--- src/rtl/core/jbse_pkg.sv ---
// Shared types and constants of the JPEG block symbol encoder.
// Used by the front, the operation queue, the back end and the top level.
`timescale 1ns / 1ps
`default_nettype none

package jbse_pkg;

  localparam int NUM_COMPONENTS = 4;
  localparam int BLOCK_COEFFS   = 64;
  localparam int QUEUE_DEPTH    = 4;

  localparam int CompIdxW = (NUM_COMPONENTS > 1) ? $clog2(NUM_COMPONENTS) : 1;
  localparam int PosW     = $clog2(BLOCK_COEFFS);
  localparam int CoefW    = 16;
  localparam int DiffW    = CoefW + 1;
  localparam int RunW     = 4;
  localparam int SizeW    = 5;
  localparam int AmpW     = 17;

  localparam logic [PosW-1:0] LastPos = PosW'(BLOCK_COEFFS - 1);
  localparam logic [RunW-1:0] RunMax  = 4'd15;

  typedef enum logic [1:0] {
    SymDc  = 2'd0,
    SymAc  = 2'd1,
    SymZrl = 2'd2,
    SymEob = 2'd3
  } sym_kind_e;

  typedef enum logic {
    ItemCoef    = 1'b0,
    ItemRestart = 1'b1
  } item_kind_e;

  // One classified item: optional ZRL burst, then one final symbol.
  typedef struct packed {
    sym_kind_e               kind;
    logic [1:0]              table_sel;
    logic [1:0]              zrl_count;
    logic [RunW-1:0]         run;
    logic signed [DiffW-1:0] value;
  } jbse_op_t;

endpackage

`default_nettype wire

--- src/rtl/core/jpeg_block_symbol_encoder.sv ---
// JPEG baseline run/size symbol coder: top level.
// Instantiates jbse_front, jbse_queue and jbse_back; types from jbse_pkg.
//
// Usage:
//   Input word: kind, coefficient, component, dc_table, ac_table; taken at a
//   clock edge with in_valid_i high and in_stall_o low. Coefficients come in
//   zigzag order, 64 per block; a restart word clears the DC predictors and
//   the block position and yields no symbol.
//   Output word: symbol_kind, table_sel, zero_run, size_category,
//   amplitude_bits and last, taken with out_valid_o high and out_stall_i low.
//   last marks the final symbol caused by one input word.
//   Throughput: one input word per cycle while in_stall_o is low. Each word
//   yields zero or one symbol, except a nonzero AC coefficient after 16 or
//   more zeros, which also yields one ZRL per 16 zeros; the back end issues each ZRL as a symbol of its own.
//   A symbol passes through the queue and then the output register before it
//   appears at the output.
//   A four-entry queue separates the front from the back end; in_stall_o rises
//   only when it is full, so an output stall backs up into the input after
//   the queue and the output register fill.
//   Reset clears predictors, position, zero run, queue and output valid.
`timescale 1ns / 1ps
`default_nettype none

module jpeg_block_symbol_encoder (
  input  wire logic        clk_i,
  input  wire logic        rst_ni,
  input  wire logic        in_valid_i,
  output      logic        in_stall_o,
  input  wire logic        kind_i,
  input  wire logic [15:0] coefficient_i,
  input  wire logic [1:0]  component_i,
  input  wire logic [1:0]  dc_table_i,
  input  wire logic [1:0]  ac_table_i,
  output      logic        out_valid_o,
  input  wire logic        out_stall_i,
  output      logic [1:0]  symbol_kind_o,
  output      logic [1:0]  table_sel_o,
  output      logic [3:0]  zero_run_o,
  output      logic [4:0]  size_category_o,
  output      logic [16:0] amplitude_bits_o,
  output      logic        last_o
);
  import jbse_pkg::*;

  logic     accept, push, pop, full, empty;
  jbse_op_t op, head;

  assign in_stall_o = full;
  assign accept     = in_valid_i && !full;

  jbse_front u_front (
    .clk_i         (clk_i),
    .rst_ni        (rst_ni),
    .accept_i      (accept),
    .kind_i        (kind_i),
    .coefficient_i (coefficient_i),
    .component_i   (component_i),
    .dc_table_i    (dc_table_i),
    .ac_table_i    (ac_table_i),
    .push_o        (push),
    .op_o          (op)
  );

  jbse_queue u_queue (
    .clk_i   (clk_i),
    .rst_ni  (rst_ni),
    .push_i  (push),
    .op_i    (op),
    .pop_i   (pop),
    .full_o  (full),
    .empty_o (empty),
    .head_o  (head)
  );

  jbse_back u_back (
    .clk_i            (clk_i),
    .rst_ni           (rst_ni),
    .empty_i          (empty),
    .head_i           (head),
    .pop_o            (pop),
    .out_valid_o      (out_valid_o),
    .out_stall_i      (out_stall_i),
    .symbol_kind_o    (symbol_kind_o),
    .table_sel_o      (table_sel_o),
    .zero_run_o       (zero_run_o),
    .size_category_o  (size_category_o),
    .amplitude_bits_o (amplitude_bits_o),
    .last_o           (last_o)
  );

endmodule

`default_nettype wire

--- src/rtl/core/jbse_front.sv ---
// Front end: accepts items, keeps DC predictors, block position and zero run.
// Emits one classified operation per symbol-producing item. Uses jbse_pkg.
`timescale 1ns / 1ps
`default_nettype none

module jbse_front (
  input  wire logic                     clk_i,
  input  wire logic                     rst_ni,
  input  wire logic                     accept_i,
  input  wire logic                     kind_i,
  input  wire logic [15:0]              coefficient_i,
  input  wire logic [1:0]               component_i,
  input  wire logic [1:0]               dc_table_i,
  input  wire logic [1:0]               ac_table_i,
  output      logic                     push_o,
  output      jbse_pkg::jbse_op_t       op_o
);
  import jbse_pkg::*;

  logic signed [CoefW-1:0] pred_q [NUM_COMPONENTS];
  logic signed [CoefW-1:0] pred_d [NUM_COMPONENTS];
  logic [PosW-1:0]         pos_q, pos_d;
  logic [PosW-1:0]         zeros_q, zeros_d;
  logic [CompIdxW-1:0]     comp_idx;
  logic signed [CoefW-1:0] coef;
  logic                    is_restart;

  assign comp_idx   = CompIdxW'(32'(component_i) % NUM_COMPONENTS);
  assign coef       = coefficient_i;
  assign is_restart = (item_kind_e'(kind_i) == ItemRestart);

  always_comb begin
    pred_d          = pred_q;
    pos_d           = pos_q;
    zeros_d         = zeros_q;
    push_o          = 1'b0;
    op_o.kind       = SymDc;
    op_o.table_sel  = ac_table_i;
    op_o.zrl_count  = 2'd0;
    op_o.run        = '0;
    op_o.value      = DiffW'(coef);
    if (accept_i) begin
      if (is_restart) begin
        for (int i = 0; i < NUM_COMPONENTS; i++) begin
          pred_d[i] = '0;
        end
        pos_d   = '0;
        zeros_d = '0;
      end else begin
        if (pos_q == '0) begin
          push_o         = 1'b1;
          op_o.kind      = SymDc;
          op_o.table_sel = dc_table_i;
          op_o.value     = DiffW'(coef) - DiffW'(pred_q[comp_idx]);
          pred_d[comp_idx] = coef;
          zeros_d        = '0;
        end else if (coef == '0) begin
          zeros_d = zeros_q + 1'b1;
          if (pos_q == LastPos) begin
            push_o    = 1'b1;
            op_o.kind = SymEob;
          end
        end else begin
          // every 16 pending zeros become one ZRL ahead of the run/size symbol
          push_o         = 1'b1;
          op_o.kind      = SymAc;
          op_o.zrl_count = zeros_q[PosW-1:RunW];
          op_o.run       = zeros_q[RunW-1:0];
          zeros_d        = '0;
        end
        if (pos_q == LastPos) begin
          pos_d   = '0;
          zeros_d = '0;
        end else begin
          pos_d = pos_q + 1'b1;
        end
      end
    end
  end

  always_ff @(posedge clk_i or negedge rst_ni) begin
    if (!rst_ni) begin
      for (int i = 0; i < NUM_COMPONENTS; i++) begin
        pred_q[i] <= '0;
      end
      pos_q   <= '0;
      zeros_q <= '0;
    end else begin
      pred_q  <= pred_d;
      pos_q   <= pos_d;
      zeros_q <= zeros_d;
    end
  end

endmodule

`default_nettype wire

--- src/rtl/core/jbse_queue.sv ---
// Short register queue of classified operations between front and back end.
// Depth from jbse_pkg::QUEUE_DEPTH; head is visible while not empty.
`timescale 1ns / 1ps
`default_nettype none

module jbse_queue (
  input  wire logic                clk_i,
  input  wire logic                rst_ni,
  input  wire logic                push_i,
  input  wire jbse_pkg::jbse_op_t  op_i,
  input  wire logic                pop_i,
  output      logic                full_o,
  output      logic                empty_o,
  output      jbse_pkg::jbse_op_t  head_o
);
  import jbse_pkg::*;

  localparam int PtrW = (QUEUE_DEPTH > 1) ? $clog2(QUEUE_DEPTH) : 1;
  localparam int CntW = $clog2(QUEUE_DEPTH + 1);

  jbse_op_t        slot_q [QUEUE_DEPTH];
  logic [PtrW-1:0] wr_q, wr_d, rd_q, rd_d;
  logic [CntW-1:0] cnt_q, cnt_d;

  assign full_o  = (cnt_q == CntW'(QUEUE_DEPTH));
  assign empty_o = (cnt_q == '0);
  assign head_o  = slot_q[rd_q];

  always_comb begin
    wr_d  = wr_q;
    rd_d  = rd_q;
    cnt_d = cnt_q;
    if (push_i) begin
      wr_d = (wr_q == PtrW'(QUEUE_DEPTH - 1)) ? '0 : wr_q + 1'b1;
    end
    if (pop_i) begin
      rd_d = (rd_q == PtrW'(QUEUE_DEPTH - 1)) ? '0 : rd_q + 1'b1;
    end
    case ({push_i, pop_i})
      2'b10:   cnt_d = cnt_q + 1'b1;
      2'b01:   cnt_d = cnt_q - 1'b1;
      default: cnt_d = cnt_q;
    endcase
  end

  always_ff @(posedge clk_i or negedge rst_ni) begin
    if (!rst_ni) begin
      wr_q  <= '0;
      rd_q  <= '0;
      cnt_q <= '0;
    end else begin
      wr_q  <= wr_d;
      rd_q  <= rd_d;
      cnt_q <= cnt_d;
    end
  end

  always_ff @(posedge clk_i) begin
    if (push_i) begin
      slot_q[wr_q] <= op_i;
    end
  end

endmodule

`default_nettype wire

--- src/rtl/core/jbse_back.sv ---
// Back end: expands queued operations into symbols, ZRLs first, one a cycle while the output is not stalled.
// Computes size category and amplitude bits; drives the output register.
`timescale 1ns / 1ps
`default_nettype none

module jbse_back (
  input  wire logic                clk_i,
  input  wire logic                rst_ni,
  input  wire logic                empty_i,
  input  wire jbse_pkg::jbse_op_t  head_i,
  output      logic                pop_o,
  output      logic                out_valid_o,
  input  wire logic                out_stall_i,
  output      logic [1:0]          symbol_kind_o,
  output      logic [1:0]          table_sel_o,
  output      logic [3:0]          zero_run_o,
  output      logic [4:0]          size_category_o,
  output      logic [16:0]         amplitude_bits_o,
  output      logic                last_o
);
  import jbse_pkg::*;

  logic             valid_q, valid_d;
  logic [1:0]       zrl_done_q, zrl_done_d;
  logic [1:0]       kind_q, kind_d;
  logic [1:0]       table_q, table_d;
  logic [RunW-1:0]  run_q, run_d;
  logic [SizeW-1:0] size_q, size_d;
  logic [AmpW-1:0]  amp_q, amp_d;
  logic             last_q, last_d;

  logic             load, issue, neg;
  logic [DiffW-1:0] mag, raw, mask;
  logic [SizeW-1:0] size_c;

  assign load  = !valid_q || !out_stall_i;
  assign issue = load && !empty_i;
  assign pop_o = issue && (zrl_done_q == head_i.zrl_count);

  // size category and masked amplitude of the head value
  always_comb begin
    neg    = head_i.value[DiffW-1];
    mag    = neg ? DiffW'(-head_i.value) : DiffW'(head_i.value);
    raw    = neg ? DiffW'(head_i.value - 1'b1) : DiffW'(head_i.value);
    size_c = '0;
    for (int i = 0; i < DiffW; i++) begin
      if (mag[i]) begin
        size_c = SizeW'(i + 1);
      end
    end
    for (int i = 0; i < DiffW; i++) begin
      mask[i] = (SizeW'(i) < size_c);
    end
  end

  always_comb begin
    valid_d    = valid_q;
    zrl_done_d = zrl_done_q;
    kind_d     = kind_q;
    table_d    = table_q;
    run_d      = run_q;
    size_d     = size_q;
    amp_d      = amp_q;
    last_d     = last_q;
    if (load) begin
      valid_d = !empty_i;
    end
    if (issue) begin
      table_d = head_i.table_sel;
      if (!pop_o) begin
        kind_d     = SymZrl;
        run_d      = RunMax;
        size_d     = '0;
        amp_d      = '0;
        last_d     = 1'b0;
        zrl_done_d = zrl_done_q + 1'b1;
      end else begin
        kind_d     = head_i.kind;
        last_d     = 1'b1;
        zrl_done_d = '0;
        unique case (head_i.kind)
          SymDc: begin
            run_d  = '0;
            size_d = size_c;
            amp_d  = AmpW'(raw & mask);
          end
          SymAc: begin
            run_d  = head_i.run;
            size_d = size_c;
            amp_d  = AmpW'(raw & mask);
          end
          default: begin
            run_d  = '0;
            size_d = '0;
            amp_d  = '0;
          end
        endcase
      end
    end
  end

  always_ff @(posedge clk_i or negedge rst_ni) begin
    if (!rst_ni) begin
      valid_q    <= 1'b0;
      zrl_done_q <= '0;
    end else begin
      valid_q    <= valid_d;
      zrl_done_q <= zrl_done_d;
    end
  end

  always_ff @(posedge clk_i) begin
    kind_q  <= kind_d;
    table_q <= table_d;
    run_q   <= run_d;
    size_q  <= size_d;
    amp_q   <= amp_d;
    last_q  <= last_d;
  end

  assign out_valid_o      = valid_q;
  assign symbol_kind_o    = kind_q;
  assign table_sel_o      = table_q;
  assign zero_run_o       = run_q;
  assign size_category_o  = size_q;
  assign amplitude_bits_o = amp_q;
  assign last_o           = last_q;

endmodule

`default_nettype wire
--- config.mk ---
export PLATFORM = sky130hd
export DESIGN_NAME = jpeg_block_symbol_encoder
export DESIGN_NICKNAME = d
export VERILOG_FILES = /design/src/rtl/core/jbse_pkg.sv /design/src/rtl/core/jpeg_block_symbol_encoder.sv /design/src/rtl/core/jbse_front.sv /design/src/rtl/core/jbse_queue.sv /design/src/rtl/core/jbse_back.sv
export SDC_FILE = /design/constraint.sdc
export NUM_CORES = 1
export LEC_CHECK = 0
export BUFFER_PORTS_ARGS = -buffer_cell sky130_fd_sc_hd__buf_4
export CAP_MARGIN = 20
export CORE_ASPECT_RATIO = 1.4
export CORE_MARGIN = 2
export CORE_UTILIZATION = 61
export DETAILED_ROUTE_END_ITERATION = 8
export PLACE_DENSITY = 0.85
export SETUP_SLACK_MARGIN = 0.2
export SLEW_MARGIN = 20
export SYNTH_ARGS = -nofsm -noshare
export SYNTH_HDL_FRONTEND = slang
export SYNTH_SLANG_ARGS = --single-unit
--- constraint.sdc ---
create_clock -name clk_i -period 4.5 [get_ports clk_i]
set_input_delay 0.9 -clock clk_i [delete_from_list [all_inputs] [get_ports clk_i]]
set_output_delay 0.9 -clock clk_i [all_outputs]
set_load 0.005 [all_outputs]
# After elaboration in Yosys (flattened, before gate mapping)
# Memories as Yosys holds them, arrays and structs flattened.
# Index checks and enable logic that the tools add are counted.
[classes]
muxes = 55
add_sub_neg = 10
n_reduce_logical = 18
n_lt_le_gt_ge = 19
n_bitwise = 2
eq_ne = 8
[op_table]
columns = ["op", "n"]
rows = [
  ["$mux 64", 2],
  ["$mux 5", 16],
  ["$bwmux 64", 1],
  ["$mux 27", 2],
  ["$mux 17", 3],
  ["$mux 16", 3],
  ["$mux 6", 8],
  ["$lt 4x5->1 const A", 8],
  ["$bmux 16 s2", 1],
  ["$demux 16 s2", 1],
  ["$lt 3x5->1 const A", 4],
  ["$and 17x17->17", 1],
  ["$neg 17->17", 1],
  ["$sub 16x16->17", 1],
  ["$sub 17x1->17 const B", 1],
  ["$logic_not 16->1", 1],
  ["$mux 2", 7],
  ["$add 6x1->6 const B", 2],
  ["$lt 1x5->1 const A", 2],
  ["$lt 2x5->1 const A", 2],
  ["$mux 1", 9],
  ["$add 2x1->2 const B", 3],
  ["$eq 2x2->1 const B", 3],
  ["$eq 6x6->1 const B", 1],
  ["20 further kinds", 29],
]
[word_totals]
out_inout_bits = 33
regBits = 117
ram_bits = 108
word_cells = 130
mem_count = 1
[memory_table]
columns = ["name", "words", "word_bits", "rd", "rd_ports_with_merged_regs", "wr", "line", "rtl"]
rows = [
  ["u_queue.slot_q", 4, 27, 1, 0, 1, "jbse_queue.sv:21", "jbse_op_t slot_q [QUEUE_DEPTH];"],
]

# Logic depth before layout (Yosys ltp)
# An unclocked memory read counts as a cell.
[depth]
depth_word = 22
depth_mapped = 15

# Hierarchy
# From an unflattened synthesis, not the netlist that was laid out.
[hier_totals]
hier_cells = 897
area_unflattened_um2 = 11488.5
[modules_own_cells]
columns = ["module", "area_per_inst_um2", "instances", "seq_area_each_um2", "cells_each"]
rows = [
  ["jbse_front", 4513.1, 1, 1901.8, 436],
  ["jbse_queue", 4324.1, 1, 3418.3, 179],
  ["jbse_back", 2637.5, 1, 1006.0, 281],
  ["jpeg_block_symbol_encoder", 13.8, 1, 0.0, 1],
]

# Worst setup path before layout
# No wires, ideal clock.
[synth_path]
path_type = "input-to-reg"
from = "input component_i[0]"
to = "memory u_queue.slot_q[0][14] in the netlist's numbering (data pin)"
t_arrival_ns = 4.795
path_buffers = 2
setup_slack_ns = -0.573
stages = 15
required_time_ns = 4.222
cell_sequence = "buf_1 buf_1 mux4_2 inv_1 ha_1 nor2b_1 o21ai_0 a21boi_0 o21ai_0 a21oi_1 o21a_1 o311a_1 o41ai_1 nor4_1 or3_1"
[synth_rtl]
columns = ["item", "line", "rtl"]
rows = [
  ["from (decl)", "jpeg_block_symbol_encoder.sv:31", "input wire logic [1:0] component_i,"],
  ["to (decl)", "jbse_queue.sv:21", ""],
]

==> impl_table.tex <==
\begin{tabular}{lr}
\hline
Metric & Value \\
\hline
\multicolumn{2}{l}{\textbf{Floorplan}} \\
Width of the die & 118 um \\
Die area & 19400 um\^{}2 \\
Starting density of the core & 62.3\% \\
Ports placed on the boundary & 60 \\
Core region area & 17900 um\^{}2 \\
Die outline height & 164 um \\
Total number of placement rows & 58 \\
\multicolumn{2}{l}{\textbf{Placed design}} \\
Pre-CTS setup slack & -0.124 ns \\
HPWL after DPL & 16100 um \\
Placed Instance Area & 11900 um\^{}2 \\
Total instance count after detailed placement & 1145 \\
Weighted congestion at the end of routability-driven global placement & 0.880 \\
Buffers on Ports & 59 \\
\multicolumn{2}{l}{\textbf{CTS}} \\
Worst-skew pair later-pin latency & 0.50 ns \\
Setup bufs post-CTS & 0 \\
Clock tree buffer depth & 3 \\
Clock slew seen by the registers of the worst setup and hold paths & 0.07 ns \\
CTS Buf Count & 21 \\
Cell chosen for the clock root & sky130\_fd\_sc\_hd\_\_clkbuf\_16 \\
Count of H-tree levels built during CTS & 1 \\
Count of clock tree sinks & 225 \\
Total of hold buffers inserted after clock tree synthesis & 0 \\
Clock tree from TritonCTS & built \\
\multicolumn{2}{l}{\textbf{Timing}} \\
Worst slew pin tran & 0.922 ns \\
Unrepaired setup endpoints after global routing & false \\
Final Max Slew Viols & 0 \\
Final setup vio count & 0 \\
Hold Violations, Final & 0 \\
Clk\_skew & 0.0103 ns \\
Minimum clock period after layout & 4.07 ns \\
Post-route fraction of the period consumed by the critical path & 90.4\% \\
Achievable frequency & 246 MHz \\
Slew headroom & 38.1\% \\
PnR worst setup slack & 0.432 ns \\
Final hold slack & 0.498 ns \\
\multicolumn{2}{l}{\textbf{Drt}} \\
Via count normalized by instance count & 6.28 \\
Number of DRC markers after the initial detailed-route iteration & 634 \\
Routed wire length & 24000 um \\
Routed WL per cell & 20.3 um \\
Pre-Repair DR Iteration Count & 7 \\
Count of vias placed by the detailed router & 7434 \\
Number of nets still failing antenna checks after routing & 0 \\
Post-route DRC violation count & 0 \\
\multicolumn{2}{l}{\textbf{Logic synthesis}} \\
Mean area per synthesized cell & 12.9 um\^{}2 \\
Proportion of synthesized chip area in sequential cells & 56.7\% \\
Share of synthesized registers carrying an async set or reset & 38.2\% \\
Post-synth top cells & 139 x sky130\_fd\_sc\_hd\_\_edfxtp\_1, 86 x sky130\_fd\_sc\_hd\_\_dfrtp\_1, 65 x sky130\_fd\_sc\_hd\_\_a22o\_1, 65 x sky130\_fd\_sc\_hd\_\_nand2\_1, 51 x sky130\_fd\_sc\_hd\_\_nor2\_1 \\
Count of distinct cell types in the synthesized netlist & 73 \\
Cell type contributing the most total cell area after synthesis & sky130\_fd\_sc\_hd\_\_edfxtp\_1 \\
Synthesized instance count & 863 \\
Mapped cell area & 11200 um\^{}2 \\
Primary flip-flop cell chosen by synthesis mapping & sky130\_fd\_sc\_hd\_\_edfxtp\_1 \\
Number of flops mapped to enable cells by yosys & 139 \\
Most frequent cell after synthesis & sky130\_fd\_sc\_hd\_\_edfxtp\_1 \\
Yosys synthesis warning count & 0 \\
Top-area cell type share of the netlist area & 37.4\% \\
Synthesis-stage register bit count & 225 \\
Post-synth net total & 919 \\
Largest cells by area after synthesis & sky130\_fd\_sc\_hd\_\_edfxtp\_1 37\%, sky130\_fd\_sc\_hd\_\_dfrtp\_1 19\%, sky130\_fd\_sc\_hd\_\_mux4\_2 8.7\% \\
\multicolumn{2}{l}{\textbf{Run}} \\
Number of max-capacitance violations reported & 0 \\
\multicolumn{2}{l}{\textbf{Worst setup path}} \\
Required time of the worst setup path & 4.73 ns \\
Critical R2R Capture & u\_back.amplitude\_bits\_o[8] \\
Setup crit end & u\_queue.slot\_q[2][16] \\
Register-to-Register Path Depth & 10 \\
Setup CP Type & primary input to flop \\
Type of element launching the critical path & primary input \\
Endpoint kind of the worst setup timing path & flop \\
Crit path from & component\_i[0] \\
FF-to-FF setup slack & 0.51 ns \\
Arrival time of the worst setup path & 4.29 ns \\
Worst reg2reg startpoint & u\_queue.rd\_q[0] \\
Crit Path Max Fanout & 6 \\
\multicolumn{2}{l}{\textbf{Global routing}} \\
Maximum number of pins on one net before global-route repair & 66 \\
Vias in the first global route & 7493 \\
First-pass GRT wire length & 38800 um \\
Grt total ovfl & 0 \\
Antenna violations before repair & 0 \\
Total global routing track utilization & 25.0\% \\
\multicolumn{2}{l}{\textbf{Layout}} \\
Core utilization of the finished layout & 70.4\% \\
Sequential Area & 6330 um\^{}2 \\
Proportion of layout cells with a drive suffix above 1 & 21.0\% \\
Layout Cell Area excl Fill & 12600 um\^{}2 \\
Final instance count without filler cells & 1183 \\
Area Growth Syn to Fin & 13.1\% \\
Multi-input combinational cell area & 4490 um\^{}2 \\
Count of fill cells added during filler insertion & 1228 \\
Antenna diode count & 0 \\
Net count reported at finish & 984 \\
\multicolumn{2}{l}{\textbf{Power and ir drop}} \\
Cell area power density & 618 nW/um\^{}2 \\
Leak Pwr & 0.00495 uW \\
VDD IR-drop max & 0.382 mV \\
\multicolumn{2}{l}{\textbf{Outcome}} \\
Outcome & finished clean \\
\multicolumn{2}{l}{\textbf{Min path}} \\
Hold/Removal Path Class & primary input to asynchronous set/reset pin \\
\hline
\end{tabular}
==> area by class of cell <==
cell class	count	share of cell area, %
clock buffers	22	4.19
inverters	46	1.37
well taps	240	2.38
repair buffers	83	4.94
flip-flops and latches	225	50.1
multi-input cells	551	35.6
clock inverters	16	1.40
==> sequential cells by signal, indices dropped and copies added (netlist names) <==
signal / count
u_queue.wr_q: 2
u_back.last_o: 1
u_front.zeros_q: 6
u_back.amplitude_bits_o: 17
u_back.out_valid_o: 1
u_queue.cnt_q: 3
u_back.zero_run_o: 4
u_back.size_category_o: 5
u_back.table_sel_o: 2
u_back.symbol_kind_o: 2
u_queue.rd_q: 2
u_back.zrl_done_q: 2
u_front.pred_q: 64
u_queue.slot_q: 108
u_front.pos_q: 6
==> worst min-delay path by stage <==
stage | startpoint | end | slack (ns)
2_1_floorplan | u_queue.cnt_q[2] | u_queue.cnt_q[2] | 0.46
3_5_place_dp | u_front.pred_q[62] | u_front.pred_q[62] | 0.48
4_1_cts | u_front.pred_q[37] | u_front.pred_q[37] | 0.50
6_report | rst_ni | u_front.pos_q[3] | 0.50
3_3_place_gp | u_front.pred_q[60] | u_front.pred_q[60] | 0.48
5_1_grt | u_front.pred_q[14] | u_front.pred_q[14] | 0.51
==> what timing repair did <==
action                                  CTS  global route
endpoints found under the hold margin     0             0
gates resized for setup                   0             1
endpoints found under the setup margin    0             4
==> metrics by stage <==
| stage | TNS (ns) | total power [uW] |
|---|---|---|
| 2_1_floorplan | 0 | 5140 |
| 3_3_place_gp | 0 | 5830 |
| 3_5_place_dp | -0.496 | 5950 |
| 4_1_cts | 0 | 7780 |
| 5_1_grt | 0 | 8220 |
| 6_report | 0 | 7800 |
==> worst max-delay path, stage by stage <==
cell	delay, ns
sky130_fd_sc_hd__buf_4	0.15
sky130_fd_sc_hd__mux4_2	0.50
sky130_fd_sc_hd__inv_1	0.07
sky130_fd_sc_hd__ha_1	0.23
sky130_fd_sc_hd__nor2b_1	0.13
sky130_fd_sc_hd__o21ai_0	0.19
sky130_fd_sc_hd__a21boi_0	0.15
sky130_fd_sc_hd__o21ai_0	0.28
sky130_fd_sc_hd__a21oi_1	0.14
sky130_fd_sc_hd__o21a_1	0.23
sky130_fd_sc_hd__o311a_1	0.34
sky130_fd_sc_hd__o41ai_2	0.32
sky130_fd_sc_hd__o21bai_1	0.20
sky130_fd_sc_hd__o41ai_2	0.47
==> power by group <==
group / internal, uW / switching [uW] / leakage, uW
combinational: 1300 / 1760 / 0.00215
sequential: 2700 / 220 / 0.00246
clock: 1040 / 778 / 0.000341
total: 5040 / 2760 / 0.00495
==> placed cells by master, fill, tap and decap left out, drive strengths merged, types with 7 or more instances in the layout <==
cell type and instances:
nor2 53, clkinv 9, mux4 43, o21ai 47, nor4 11, nor2b 7, and2 13, nand2b 10
dfrtp 86, inv 47, o31ai 8, a22o 65, nand2 67, ha 27, xnor2 24, clkbuf 22
and3 17, nand3 9, xor2 20, a21oi 22, nor3 25, buf 83, edfxtp 139
==> routing by layer <==
| metal | track usage [%] | vias up | wire, um |
|---|---|---|---|
| met1 | 30.2 | 3683 | 9340 |
| met5 | 0 | - | 0 |
| met3 | 3.68 | 64 | 1300 |
| met2 | 45.6 | 289 | 12600 |
| met4 | 9.53 | 0 | 687 |
| li1 | - | 3398 | - |
==> logic make-up after synthesis <==
family                     share of synthesized area [%]
adders and majority gates                           3.39
muxes                                               9.82
DFF                                                 56.7
xor gates and xnor gates                            3.45
buffers and inverters                               3.36
and+or+nand+nor                                     10.9
AOI/OAI and AO/OA                                   12.4
(Power assumes the default switching activity.)
